--- src/rtl/rlkcl_pkg.sv ---
`timescale 1ns / 1ps

package rlkcl_pkg;

  localparam int SAMPLE_W = 12;
  localparam int DIGIT_W = 4;
  localparam int CODE_W = 16;
  localparam int HALF_W = 8;
  localparam int CFG_IDX_W = 3;
  localparam int CFG_DATA_W = 16;

  localparam int CODE_DIGITS_DEFAULT = 4;
  localparam int KEY_LEVELS = 10;
  localparam int TABLE_SIZE = 10;
  localparam int USED_LEVELS = (KEY_LEVELS < TABLE_SIZE) ? KEY_LEVELS : TABLE_SIZE;

  // register indexes on the config port
  localparam logic [CFG_IDX_W-1:0] REG_WINDOW_HALF = 3'd0;
  localparam logic [CFG_IDX_W-1:0] REG_CODE_FIRST = 3'd1;
  localparam logic [CFG_IDX_W-1:0] REG_CODE_SECOND = 3'd2;
  localparam logic [CFG_IDX_W-1:0] REG_CODE_TEMP = 3'd3;
  localparam logic [CFG_IDX_W-1:0] REG_CODE_TEMP_ENABLE = 3'd4;

  localparam logic [HALF_W-1:0] WINDOW_HALF_RESET = 8'd40;
  localparam logic [CODE_W-1:0] CODE_FIRST_RESET = 16'h1111;
  localparam logic [CODE_W-1:0] CODE_SECOND_RESET = 16'h2250;
  localparam logic [CODE_W-1:0] CODE_TEMP_RESET = 16'h0000;

  // key levels of the resistor ladder and the digit each one stands for
  localparam logic [SAMPLE_W-1:0] LEVEL_TABLE [TABLE_SIZE] = '{
    12'd2080, 12'd2520, 12'd3030, 12'd2280, 12'd2650,
    12'd3150, 12'd2400, 12'd2770, 12'd3210, 12'd2860
  };
  localparam logic [DIGIT_W-1:0] DIGIT_TABLE [TABLE_SIZE] = '{
    4'd1, 4'd2, 4'd3, 4'd4, 4'd5, 4'd6, 4'd7, 4'd8, 4'd9, 4'd0
  };

  typedef struct packed {
    logic [HALF_W-1:0] window_half;
    logic [CODE_W-1:0] code_first;
    logic [CODE_W-1:0] code_second;
    logic [CODE_W-1:0] code_temp;
    logic              code_temp_enable;
  } cfg_t;

  typedef struct packed {
    logic               hit;
    logic [DIGIT_W-1:0] digit;
    logic               done;
    logic               granted;
  } result_t;

endpackage

--- src/rtl/rlkcl_regs.sv ---
`timescale 1ns / 1ps

module rlkcl_regs (
  input  logic                                clk,
  input  logic                                rst,
  input  logic                                cfg_valid,
  output logic                                cfg_ready,
  input  logic [rlkcl_pkg::CFG_IDX_W-1:0]     cfg_index,
  input  logic [rlkcl_pkg::CFG_DATA_W-1:0]    cfg_data,
  output rlkcl_pkg::cfg_t                     cfg
);
  import rlkcl_pkg::*;

  assign cfg_ready = 1'b1;

  always_ff @(posedge clk) begin
    if (rst) begin
      cfg.window_half <= WINDOW_HALF_RESET;
      cfg.code_first <= CODE_FIRST_RESET;
      cfg.code_second <= CODE_SECOND_RESET;
      cfg.code_temp <= CODE_TEMP_RESET;
      cfg.code_temp_enable <= 1'b0;
    end else if (cfg_valid && cfg_ready) begin
      case (cfg_index)
        REG_WINDOW_HALF: cfg.window_half <= cfg_data[HALF_W-1:0];
        REG_CODE_FIRST: cfg.code_first <= cfg_data[CODE_W-1:0];
        REG_CODE_SECOND: cfg.code_second <= cfg_data[CODE_W-1:0];
        REG_CODE_TEMP: cfg.code_temp <= cfg_data[CODE_W-1:0];
        REG_CODE_TEMP_ENABLE: cfg.code_temp_enable <= cfg_data[0];
        default: ;
      endcase
    end
  end

endmodule

--- src/rtl/rlkcl_classify.sv ---
`timescale 1ns / 1ps

module rlkcl_classify (
  input  logic [rlkcl_pkg::SAMPLE_W-1:0] sample,
  input  logic [rlkcl_pkg::HALF_W-1:0]   window_half,
  output logic                           hit,
  output logic [rlkcl_pkg::DIGIT_W-1:0]  digit
);
  import rlkcl_pkg::*;

  logic [SAMPLE_W:0] s_ext;
  logic [SAMPLE_W:0] h_ext;
  logic [SAMPLE_W:0] s_plus_h;

  assign s_ext = {1'b0, sample};
  assign h_ext = {{(SAMPLE_W + 1 - HALF_W){1'b0}}, window_half};
  assign s_plus_h = s_ext + h_ext;

  // open window: level - h < s < level + h, first table entry wins
  always_comb begin
    hit = 1'b0;
    digit = '0;
    for (int i = USED_LEVELS - 1; i >= 0; i--) begin
      if ((s_plus_h > {1'b0, LEVEL_TABLE[i]}) &&
          (s_ext < ({1'b0, LEVEL_TABLE[i]} + h_ext))) begin
        hit = 1'b1;
        digit = DIGIT_TABLE[i];
      end
    end
  end

endmodule

--- src/rtl/rlkcl_entry.sv ---
`timescale 1ns / 1ps

module rlkcl_entry #(
  parameter int CODE_DIGITS = rlkcl_pkg::CODE_DIGITS_DEFAULT
) (
  input  logic                          clk,
  input  logic                          rst,
  input  logic                          step,
  input  logic                          hit,
  input  logic [rlkcl_pkg::DIGIT_W-1:0] digit,
  input  rlkcl_pkg::cfg_t               cfg,
  output rlkcl_pkg::result_t            res
);
  import rlkcl_pkg::*;

  localparam int CNT_W = $clog2(CODE_DIGITS);

  logic [CNT_W-1:0]  cnt;
  logic [CODE_W-1:0] code;
  logic [CODE_W-1:0] code_next;
  logic              last;
  logic              match;

  // digits shift in at the bottom, so only the last four reach the compare
  assign code_next = (cnt == '0) ? {{(CODE_W - DIGIT_W){1'b0}}, digit}
                                 : {code[CODE_W-DIGIT_W-1:0], digit};
  assign last = (cnt == CNT_W'(CODE_DIGITS - 1));
  assign match = (code_next == cfg.code_first) || (code_next == cfg.code_second) ||
                 (cfg.code_temp_enable && (code_next == cfg.code_temp));

  assign res.hit = hit;
  assign res.digit = digit;
  assign res.done = hit && last;
  assign res.granted = hit && last && match;

  always_ff @(posedge clk) begin
    if (rst) begin
      cnt <= '0;
    end else if (step && hit) begin
      cnt <= last ? '0 : cnt + CNT_W'(1);
    end
  end

  always_ff @(posedge clk) begin
    if (step && hit) begin
      code <= code_next;
    end
  end

  a_cnt_range: assert property (@(posedge clk) disable iff (rst)
    cnt <= CNT_W'(CODE_DIGITS - 1))
    else $error("digit count beyond code length");

  a_cnt_wrap: assert property (@(posedge clk) disable iff (rst)
    (step && hit && last) |=> (cnt == '0))
    else $error("digit count did not restart after a completed entry");

endmodule

--- src/rtl/resistor_ladder_keypad_code_lock.sv ---
// throughput: one sample per cycle unless result_stall holds a full result register;
//   classify, digit collect and code compare sit between the sample register and the
//   result register
// reset: rst is synchronous; it empties both registers, clears the digit count and
//   loads the config registers with their defaults
`timescale 1ns / 1ps

module resistor_ladder_keypad_code_lock #(
  parameter int CODE_DIGITS = rlkcl_pkg::CODE_DIGITS_DEFAULT
) (
  input  logic                             clk,
  input  logic                             rst,
  input  logic                             sample_valid,
  output logic                             sample_stall,
  input  logic [rlkcl_pkg::SAMPLE_W-1:0]   sample,
  output logic                             result_valid,
  input  logic                             result_stall,
  output logic                             key_hit,
  output logic [rlkcl_pkg::DIGIT_W-1:0]    key_digit,
  output logic                             entry_done,
  output logic                             access_granted,
  input  logic                             cfg_valid,
  output logic                             cfg_ready,
  input  logic [rlkcl_pkg::CFG_IDX_W-1:0]  cfg_index,
  input  logic [rlkcl_pkg::CFG_DATA_W-1:0] cfg_data
);
  import rlkcl_pkg::*;

  cfg_t                cfg;
  result_t             res;
  logic                s1_valid;
  logic [SAMPLE_W-1:0] s1_sample;
  logic                adv;
  logic                step;
  logic                hit;
  logic [DIGIT_W-1:0]  digit;

  rlkcl_regs u_regs (
    .clk       (clk),
    .rst       (rst),
    .cfg_valid (cfg_valid),
    .cfg_ready (cfg_ready),
    .cfg_index (cfg_index),
    .cfg_data  (cfg_data),
    .cfg       (cfg)
  );

  rlkcl_classify u_classify (
    .sample      (s1_sample),
    .window_half (cfg.window_half),
    .hit         (hit),
    .digit       (digit)
  );

  rlkcl_entry #(
    .CODE_DIGITS (CODE_DIGITS)
  ) u_entry (
    .clk   (clk),
    .rst   (rst),
    .step  (step),
    .hit   (hit),
    .digit (digit),
    .cfg   (cfg),
    .res   (res)
  );

  // result register frees up when empty or when its transfer happens
  assign adv = !result_valid || !result_stall;
  assign step = adv && s1_valid;
  assign sample_stall = s1_valid && !adv;

  always_ff @(posedge clk) begin
    if (rst) begin
      s1_valid <= 1'b0;
      result_valid <= 1'b0;
    end else begin
      if (adv) begin
        result_valid <= s1_valid;
      end
      if (!sample_stall) begin
        s1_valid <= sample_valid;
      end
    end
  end

  always_ff @(posedge clk) begin
    if (sample_valid && !sample_stall) begin
      s1_sample <= sample;
    end
    if (step) begin
      key_hit <= res.hit;
      key_digit <= res.digit;
      entry_done <= res.done;
      access_granted <= res.granted;
    end
  end

  a_done_needs_hit: assert property (@(posedge clk) disable iff (rst)
    result_valid |-> (!entry_done || key_hit))
    else $error("entry completed without a key hit");

  a_grant_needs_done: assert property (@(posedge clk) disable iff (rst)
    result_valid |-> (!access_granted || entry_done))
    else $error("access granted without a completed entry");

  a_miss_digit_zero: assert property (@(posedge clk) disable iff (rst)
    (result_valid && !key_hit) |-> (key_digit == '0))
    else $error("digit set on a sample that missed every key");

  a_stall_only_full: assert property (@(posedge clk) disable iff (rst)
    sample_stall |-> (s1_valid && result_valid && result_stall))
    else $error("input stalled while the pipeline had room");

endmodule
--- config.mk ---
export PLATFORM = sky130hd
export DESIGN_NAME = resistor_ladder_keypad_code_lock
export DESIGN_NICKNAME = d
export VERILOG_FILES = /design/src/rtl/rlkcl_pkg.sv /design/src/rtl/rlkcl_regs.sv /design/src/rtl/rlkcl_classify.sv /design/src/rtl/rlkcl_entry.sv /design/src/rtl/resistor_ladder_keypad_code_lock.sv
export SDC_FILE = /design/constraint.sdc
export NUM_CORES = 1
export LEC_CHECK = 0
export ABC_AREA = 1
export BUFFER_PORTS_ARGS = -buffer_cell sky130_fd_sc_hd__buf_2
export CORE_MARGIN = 3
export CORE_UTILIZATION = 40
export DETAILED_ROUTE_END_ITERATION = 7
export PLACE_DENSITY = 0.65
export RECOVER_POWER = 25
export REMOVE_ABC_BUFFERS = 1
export SYNTH_ARGS = -nofsm -noshare
export SYNTH_HDL_FRONTEND = slang
export SYNTH_SLANG_ARGS = --single-unit
--- constraint.sdc ---
create_clock -name clk -period 8.32 [get_ports clk]
set_input_delay 1.248 -clock clk [delete_from_list [all_inputs] [get_ports clk]]
set_output_delay 1.248 -clock clk [all_outputs]
set_load 0.01 [all_outputs]
==> Flow_metrics.wiki <==
{| class="wikitable"
! Metric !! Value
|-
| Result of the run || finished with violations
|-
| Violated checks || capacitance limit, slew limit
|-
| Global-route wire length before repair || 34.2 mm
|-
| Clock net sink count || 92
|-
| Core region area || 18400 µm²
|-
| Setup repair after global routing missed its margin || no
|-
| Deepest clock path buffer count || 2
|-
| Mean number of vias per cell || 5.23
|-
| Wire length on met3 || 1.09 mm
|-
| Count of port buffers added during placement || 44
|-
| Library cells used by synthesis || 53
|-
| Cell Rows || 49
|-
| Crit Path Class || reg2reg
|-
| Grt total ovfl || 0
|-
| Final setup vio count || 0
|-
| Layout area overhead || 9.65%
|-
| Headroom to the max-slew limit || -0.419
|-
| Power density over the cells || 154 nW/µm²
|-
| Clock transition at the registers of the reported paths || 0.07 ns
|-
| Max Clock Freq || 0.251 GHz
|-
| Final clock skew || 0.0117 ns
|-
| Arrival time at the worst endpoint || 3.98 ns
|-
| Antenna cells || 0
|-
| Count of boundary I/O pins || 46
|-
| Highest-count cells in the layout ignoring fill and taps || sky130_fd_sc_hd__nand2_1, sky130_fd_sc_hd__inv_1, sky130_fd_sc_hd__nor2_1, sky130_fd_sc_hd__ha_1, sky130_fd_sc_hd__o21ai_0
|-
| Number of violations of the max-capacitance limit || 1
|-
| Pint || 0.849 mW
|-
| Critical Path Start Type || register
|-
| Buffer type at the clock tree root || sky130_fd_sc_hd__clkbuf_16
|-
| Final hold violation count || 0
|-
| Yosys top cell area share || 0.159
|-
| Drt first pass iters || 7
|-
| Area after detailed placement || 8090 µm²
|-
| Residual DRC count || 0
|-
| Launch instance of the worst register-to-register path || u_regs.cfg[52]
|-
| Cell type with the largest total area after synthesis || sky130_fd_sc_hd__dfxtp_1
|-
| Most common cell type on the critical path || sky130_fd_sc_hd__inv_1
|-
| Drt initial violations || 417
|-
| Initial Util || 0.417
|-
| Largest fanout on the critical path || 12
|-
| Net total in the final layout || 1224
|-
| Final clock period utilization by the worst path || 0.479
|-
| Proportion of power drawn by flip-flops and latches || 0.396
|-
| Count of final max-slew check failures || 59
|-
| Type of the tightest min-delay check || reg2reg
|-
| Commonest non-fill, non-tap cell in the layout || sky130_fd_sc_hd__nand2_1
|-
| Count of synthesis-stage warnings from yosys || 0
|-
| Post-CTS setup buffer count || 0
|-
| Die footprint || 20800 µm²
|-
| Gate power share || 0.268
|-
| Stage delay of the slowest cell on the critical path || 0.55 ns
|-
| Share of the yosys chip area belonging to registers || 0.281
|-
| Most area-consuming cells after synthesis || sky130_fd_sc_hd__dfxtp_1, sky130_fd_sc_hd__ha_1, sky130_fd_sc_hd__edfxtp_1
|-
| Min-Delay Startpoint || u_regs.cfg[14]
|-
| Mean routed wirelength per cell || 15.5 µm
|-
| Footprint of the flip-flops and latches || 2150 µm²
|-
| GRT Overall Usage || 0.205
|-
| Met1 Routed Length || 9.90 mm
|-
| Initial antenna violation count || 0
|-
| Sw frac || 0.345
|-
| Part of the power in the clock network || 0.337
|-
| Mapped Avg Cell Area || 7.23 µm²
|-
| CTS Hold Buffers Added || 0
|-
| Total negative slack || 0 ns
|-
| Standby leakage power || 4.06 nW
|-
| Finished Cell Area || 8400 µm²
|-
| Synthesis-stage register bit count || 92
|-
| Post-route minimum period || 3.99 ns
|-
| Data required time at the worst endpoint || 8.31 ns
|-
| Top layer used by detailed routing || met4
|-
| TritonCTS clock tree || built
|-
| Number of antenna-violating nets in the routed design || 0
|-
| Length of routed met2 wiring || 9.28 mm
|-
| Via count || 6939
|-
| Total net switching power || 0.447 mW
|-
| Startpoint of the most critical setup path || u_regs.cfg[52]
|-
| Height of the die || 144 µm
|-
| H-Tree Depth || 3
|-
| TritonCTS buffer count || 9
|-
| Transition time at the pin with the least slew margin || 2.13 ns
|-
| Mapped Area || 7660 µm²
|-
| Cell-by-cell listing of the critical path || inv_1 > ha_1 > a21oi_1 > inv_1 > a21oi_1 > xor2_1 > ha_1 > inv_1 > o31ai_1 > a21oi_1 > nor2_1 > o21ai_0 > a31oi_1 > nand3_1 > nand2_1 > inv_1
|-
| CP endpoint kind || register
|-
| Total of cells resized after clock tree synthesis || 0
|-
| Mapped Cells || 1060
|-
| Worst-case vdd ir drop || 0.116 mV
|-
| Vias in the first global route || 6749
|-
| Number of fill cells in the layout || 1876
|-
| Cell with the largest stage delay on the worst path || sky130_fd_sc_hd__dfxtp_1
|-
| Maximum number of pins on one net before global-route repair || 59
|-
| Sum of internal, switching and leakage power || 1.30 mW
|-
| Fraction of final layout cells sized beyond drive strength 1 || 0.121
|-
| WL final || 20.6 mm
|-
| Global placer's final weighted congestion || 0.902
|-
| Die Wd || 144 µm
|-
| Multi-input gate area || 4830 µm²
|-
| Worst skew pair latency || 0.35 ns
|-
| HPWL after DPL || 16.1 mm
|}
## through the flow
stage	util	worst slack [ns]	hold slack, ns	instances
2_1_floorplan	-	5.11	0.426	1036
3_3_place_gp	0.440	4.51	0.453	1312
3_5_place_dp	0.440	4.35	0.460	1312
4_1_cts	0.457	4.34	0.472	1328
5_1_grt	0.457	3.93	0.481	1328
6_report	0.457	4.33	0.467	1328
## layout make-up
type / instances / area share
Multi-Input combinational cell: 791 / 0.575
Sequential cell: 92 / 0.256
Inverter: 153 / 0.0687
Tap cell: 229 / 0.0341
Timing Repair Buffer: 47 / 0.0283
Clock buffer: 9 / 0.0268
Clock inverter: 7 / 0.0110
## cells in the mapped netlist (all sizes together)
library cell and instances:
nand4 17, o31ai 1, nand3b 7, inv 152, nor2 105, clkbuf 21, nand3 63, nand2 231
xnor2 10, xor2 42, ha 93, o2111ai 2, conb 1, or2 2, buf 3, a221oi 1
a211oi 1, o22ai 3, nor3b 1, fa 1, edfxtp 31, o21ai 88, o211a 2, a31o 1
a21o 1, a21oi 83, o21a 1, o211ai 5, nor4 5, a311oi 2, dfxtp 61, o21bai 7
a31oi 7, nor3 8, clkinv 1
## power by group through the flow
stage	logic, mW	clock network (mW)	registers, mW
finish	0.347	0.436	0.513
global route	0.397	0.462	0.516
CTS	0.345	0.444	0.512
detailed placement	0.343	0	0.523
global placement	0.339	0	0.522
floorplan	0.254	0	0.515
## path summary, 6_finish.rpt
path	to	slack, ns	depth (start not counted)
worst min-delay path	u_regs.cfg[14]	0.47	2
worst max register to register	u_entry.code[10]	4.33	16
worst max-delay path	u_entry.code[10]	4.33	16
worst min register to register	u_regs.cfg[14]	0.47	2
## state kept, by name (all words and copies together), names as in the netlist
register,count
u_regs.cfg,57
s1_sample,12
u_entry.code,12
key_digit,4
u_entry.cnt,2
access_granted,1
entry_done,1
key_hit,1
result_valid,1
s1_valid,1
## kinds of logic (layout without fill, tap and decap cells)
group	Yosys count	count (layout)	share of synthesized area
compound gates	205	205	0.151
xor+xnor	52	52	0.0614
fa+ha+maj	94	94	0.155
buf+inv	177	216	0.0887
flops	92	92	0.281
other cells	1	1	0.000489
simple gates	439	439	0.263
## metal layers
metal  vias up  global-route usage
li1       3567                   -
met1      3168               0.294
met2       171               0.320
met3        33              0.0337
met4         0              0.0545
met5         -                   0
## worst max-delay path: cells and delay by family (launching register included)
| family | cells | cell delay (ns) |
|---|---|---|
| AOI/OAI and AO/OA | 6 | 1.17 |
| buffers and inverters | 4 | 0.83 |
| DFF | 1 | 0.55 |
| adders and majority gates | 2 | 0.55 |
| and+or+nand+nor | 3 | 0.33 |
| xor gates and xnor gates | 1 | 0.19 |
(Power assumes the default switching activity.)
